**src/hw/rtl/astar_pkg.sv**
```systemverilog
// shared types and constants for the a-star path search block
// no dependencies; imported by astar_heur, astar_shortest_path_search, its checker and testbench
package astar_pkg;

  localparam int NumNodes  = 256;
  localparam int NumEdges  = 1024;
  localparam int MaxDegree = 16;
  localparam int PathCap   = 255;

  typedef enum logic [1:0] {
    ModeNodeWr = 2'd0,
    ModeEdgeWr = 2'd1,
    ModeSearch = 2'd2,
    ModePathRd = 2'd3
  } mode_e;

  typedef enum logic {
    CfgStart  = 1'b0,
    CfgTarget = 1'b1
  } cfg_idx_e;

  typedef struct packed {
    mode_e       mode;
    logic [7:0]  node_id;
    logic [15:0] pos_x;
    logic [15:0] pos_y;
    logic        occupied;
    logic [9:0]  first_edge;
    logic [4:0]  edge_count;
    logic [9:0]  edge_index;
    logic [7:0]  edge_source;
    logic [7:0]  edge_dest;
    logic [23:0] edge_weight;
    logic [7:0]  path_step;
  } req_t;

  typedef struct packed {
    logic        found;
    logic [7:0]  hop_count;
    logic [31:0] total_cost;
    logic [7:0]  step_source;
    logic [7:0]  step_dest;
    logic [23:0] step_weight;
    logic        step_valid;
  } rsp_t;

  typedef struct packed {
    logic [15:0] x;
    logic [15:0] y;
    logic        blk;
    logic [9:0]  base;
    logic [4:0]  deg;
  } node_t;

  typedef struct packed {
    logic [7:0]  src;
    logic [7:0]  dst;
    logic [23:0] cost;
  } edge_t;

  typedef struct packed {
    logic [31:0] f;
    logic [7:0]  node;
  } open_t;

  typedef struct packed {
    logic        start;
    logic [15:0] dx;
    logic [15:0] dy;
  } heur_req_t;

  typedef struct packed {
    logic        done;
    logic [31:0] h;
  } heur_rsp_t;

endpackage

```
**src/hw/rtl/astar_heur.sv**
```systemverilog
// euclidean distance unit: one shared 16x16 multiplier, then a bit-serial square root
// depends on astar_pkg
module astar_heur (
  input  logic                  clk_i,
  input  logic                  rst_ni,
  input  astar_pkg::heur_req_t  req_i,
  output astar_pkg::heur_rsp_t  rsp_o
);
  import astar_pkg::*;

  typedef enum logic [1:0] {HIdle, HMulX, HMulY, HRoot} hstate_e;

  hstate_e     state_q;
  logic [15:0] op_q, dy_q;
  logic [31:0] sum_q;
  logic [49:0] v_q, r_q, b_q;
  logic        done_q;
  logic [31:0] prod;
  logic [32:0] sq_sum;
  logic [49:0] trial;

  // shared multiplier squares one difference per cycle
  assign prod   = {16'h0000, op_q} * {16'h0000, op_q};
  assign sq_sum = {1'b0, sum_q} + {1'b0, prod};
  assign trial  = r_q + b_q;

  // sequencer: square dx, square dy, then one root bit per cycle
  always_ff @(posedge clk_i or negedge rst_ni) begin
    if (!rst_ni) begin
      state_q <= HIdle;
      done_q  <= 1'b0;
    end else begin
      done_q <= 1'b0;
      unique case (state_q)
        HIdle: begin
          if (req_i.start) begin
            op_q    <= req_i.dx;
            dy_q    <= req_i.dy;
            state_q <= HMulX;
          end
        end
        HMulX: begin
          sum_q   <= prod;
          op_q    <= dy_q;
          state_q <= HMulY;
        end
        HMulY: begin
          v_q     <= {1'b0, sq_sum, 16'h0000};
          r_q     <= '0;
          b_q     <= 50'd1 << 48;
          state_q <= HRoot;
        end
        HRoot: begin
          if (v_q >= trial) begin
            v_q <= v_q - trial;
            r_q <= (r_q >> 1) + b_q;
          end else begin
            r_q <= r_q >> 1;
          end
          b_q <= b_q >> 2;
          if (b_q[0]) begin
            done_q  <= 1'b1;
            state_q <= HIdle;
          end
        end
        default: state_q <= HIdle;
      endcase
    end
  end

  assign rsp_o.done = done_q;
  assign rsp_o.h    = r_q[31:0];

endmodule

```
**config.mk**
```make
export PLATFORM = sky130hd
export DESIGN_NAME = astar_heur
export DESIGN_NICKNAME = d
export VERILOG_FILES = /design/src/hw/rtl/astar_pkg.sv /design/src/hw/rtl/astar_heur.sv
export SDC_FILE = /design/constraint.sdc
export NUM_CORES = 1
export LEC_CHECK = 0
export ABC_CLOCK_PERIOD_IN_PS = 24200
export BUFFER_PORTS_ARGS = -buffer_cell sky130_fd_sc_hd__buf_2
export CAP_MARGIN = 20
export CORE_MARGIN = 4
export CORE_UTILIZATION = 60
export DETAILED_ROUTE_END_ITERATION = 8
export GPL_TIMING_DRIVEN = 0
export PLACE_DENSITY = 0.88
export SLEW_MARGIN = 10
export SYNTH_ARGS = -nofsm -noshare
export SYNTH_HDL_FRONTEND = slang
export SYNTH_SLANG_ARGS = --single-unit
```
**constraint.sdc**
```tcl
create_clock -name clk_i -period 24.2 [get_ports clk_i]
set_input_delay 1.21 -clock clk_i [delete_from_list [all_inputs] [get_ports clk_i]]
set_output_delay 1.21 -clock clk_i [all_outputs]
set_load 0.05 [all_outputs]
```
==> out/results.md <==
| Result | This run |
| --- | --- |
| Detailed-route DRC error count | 0 |
| Rows | 69 |
| Data arrival time of the worst path | 9.08 ns |
| RSZ-0062 raised after global routing | no |
| Top-Level Pins | 68 |
| Number of global-route vias before repair | 18331 |
| Number of hold violations in the final report | 0 |
| R2R depth | 32 |
| Net count after synthesis | 2772 |
| Count of synthesis-stage warnings from yosys | 0 |
| Nets | 2862 |
| Floorplan die height | 199 µm |
| Most frequent standard cell in the layout excluding fill and tap cells | inv_1 |
| Main combinational cell family by area after synthesis | adder cells |
| Final weighted congestion in routability-driven placement | 0.930 |
| Antenna violations before repair | 0 |
| DP HPWL | 43600 µm |
| Critical Setup Path Class | reg -> reg |
| Iteration count of the initial detailed-routing pass | 7 |
| CTS HTree Levels | 4 |
| Wire length of the first global-routing pass | 89200 µm |
| Sequential area share after synthesis | 26.2% |
| Clock tree from TritonCTS | yes |
| Quantity of I/O buffers inserted on ports | 67 |
| Xor-xnor portion of the synthesized cell area | 7.57% |
| Shortest clock period the worst path allows after layout | 8.89 ns |
| Max-cap violations | 0 |
| Setup-failing EPs final | 0 |
| Most frequently used flop master after synthesis | edfxtp_1 |
| Setup repair bufs after CTS | 0 |
| Share of cells above drive strength 1 | 8.37% |
| Count of antenna-violating nets left after detailed routing | 0 |
| Clock sink count | 191 |
| Pins Over Slew Limit | 0 |
| Most prevalent standard cell on the critical path | fa_1 |
| Pin count of the biggest net entering global routing | 65 |
| Number of enable-type register cells in the synthesized netlist | 188 |
| Post_cts resized | 0 |
| Area occupied by registers | 0.00572 mm² |
| Via-per-instance ratio | 6.09 |
| Run status | completed |
| Horizontal extent of the die | 199 µm |
| Mapped Area | 0.0219 mm² |
| Post-synthesis share of cell area spent on and, or, nand and nor gates | 14.1% |
| Grt ovf | 0 |
| Count of hold-fix buffers inserted at cts | 0 |
| Leading cell types in the layout, fill and taps excluded | 256 x inv_1, 242 x ha_1, 200 x nand2_1 |
| Syn avg cell area | 9.37 µm² |
| WL final | 54700 µm |
| Highest fanout seen on the critical path | 10 |
| Fillers | 2700 |
| Global-route usage over all layers | 27.9% |
| Class of the tightest hold or removal check | in -> async |
| Portion of netlist area occupied by mux cells | 1.62% |
| Startpoint types | flip-flop |
| Cell at the root of the clock tree | clkbuf_16 |
| Antenna diode count | 0 |
| Slew @ Worst Pin | 0.894 ns |
| Total clock buffers created by CTS | 17 |
| Required time at the worst-slack endpoint | 24.39 ns |
| Die Outline Area | 0.0396 mm² |
| Sum of negative setup slack | 0 ns |
| Setup clock skew after layout | 0.0194 ns |
| Number of design-rule violations left by the first detailed-router iteration | 1365 |
| Post-synthesis to final-layout area growth | 7.25% |
| Clock slew at the register clock pins of the worst setup and hold paths | 0.08 ns |
| Post-Synthesis Cells | 2334 |
| Wire per inst | 18.9 µm |
| Worst-skew pair later-pin latency | 0.46 ns |
| Standard cell core area | 0.0357 mm² |
| Detailed-route via count | 17639 |
| Initial cell density of the core | 61.2% |
| Number of storage elements in the synthesis netlist | 191 |
| Adder-cell share of the synthesized area | 28.6% |
| Rel. slew slack | 40.3% |
| Area of combinational cells with multiple inputs | 0.0147 mm² |
| Async SR Flop Fraction | 1.57% |
| Synthesized-area fraction occupied by ao, oa, aoi and oai cells | 15.3% |
| Final clock period utilization by the worst path | 36.8% |
| F_max | 112 MHz |
| Cell at the slowest stage of the critical path | edfxtp_1 |
| Max Root-Sink Buffers | 2 |
| Yosys cell types | 76 |
| Critical path capture point type | flip-flop |
| Longest individual stage delay on the worst path | 0.58 ns |
## cell usage after synthesis (all sizes together), types with 23 or more instances
master / number / area (µm²)
nand4: 30 / 188
xor2: 92 / 806
edfxtp: 188 / 5650
a31oi: 44 / 275
xnor2: 97 / 850
o21bai: 23 / 173
clkbuf: 50 / 188
nand2: 200 / 751
and2: 94 / 591
a211oi: 36 / 285
nand3: 28 / 140
buf: 44 / 309
a21o: 56 / 420
nor2b: 26 / 163
inv: 257 / 965
ha: 242 / 3030
o21ai: 116 / 581
fa: 161 / 3220
nor2: 182 / 683
a21oi: 123 / 619
nor3: 30 / 150
## worst max-delay path: cells and delay by family, from the launching register on
| kind | cells | cell delay [ns] |
|---|---|---|
| adder cells (fa/ha/maj) | 8 | 3.77 |
| AND/OR/NAND/NOR | 5 | 0.75 |
| XOR/XNOR | 1 | 0.23 |
| flip-flops | 1 | 0.58 |
| buffers and inverters | 4 | 0.64 |
| AO/OA/AOI/OAI | 14 | 2.68 |
## state kept, by name, summed over array words and instances, names as in the netlist
signal / cells
b_q: 25
r_q: 50
op_q: 16
sum_q: 31
dy_q: 16
state_q: 2
v_q: 50
done_q: 1
## worst paths after layout
path | from | end | slack, ns
max | op_q[8] | v_q[48] | 15.31
min | rst_ni | done_q | 0.56
max reg2reg | op_q[8] | v_q[48] | 15.31
min reg2reg | dy_q[10] | op_q[10] | 0.56
max in group asynchronous | rst_ni | state_q[0] | 23.50
min in group clk_i | dy_q[10] | op_q[10] | 0.56
## per-stage QoR
stage | hold WS, ns | instances | setup WS, ns | utilization [%] | area (µm²)
finish | 0.560 | 2898 | 15.31 | 65.6 | 23500
global route | 0.547 | 2898 | 14.76 | 65.6 | 23500
CTS | 0.554 | 2898 | 15.39 | 65.6 | 23500
detailed placement | 0.535 | 2866 | 15.42 | 64.1 | 22900
global placement | 0.528 | 2862 | 12.00 | 63.8 | 22800
floorplan | 0.516 | 2334 | 15.69 | - | 21900
## final cells by class
cell class	instances	area share, %
Multi-Input combinational cell	1792	62.7
Sequential cell	191	24.4
Inverter	257	4.11
Tap cell	461	2.46
Buffer	94	2.12
Clock buffer	19	1.89
Timing Repair Buffer	71	1.81
Clock inverter	13	0.512
## layer usage
layer,up-vias,wire length (µm),GRT usage (%),part of all wire [%]
met5,-,0,0,0
met4,0,2540,13.1,4.6
met3,164,3120,3.15,5.7
met2,723,27100,49.3,50
met1,8496,21900,34.1,40
li1,8256,-,-,-
## cell families after synthesis
group / count (synthesis)
simple gates: 655
fa+ha+maj: 403
mux: 33
flops: 191
buf+inv: 351
compound gates: 512
xor+xnor: 189
Power is not shown: default switching activity piles up to over one toggle a cycle in this logic, so the estimate is an artifact.
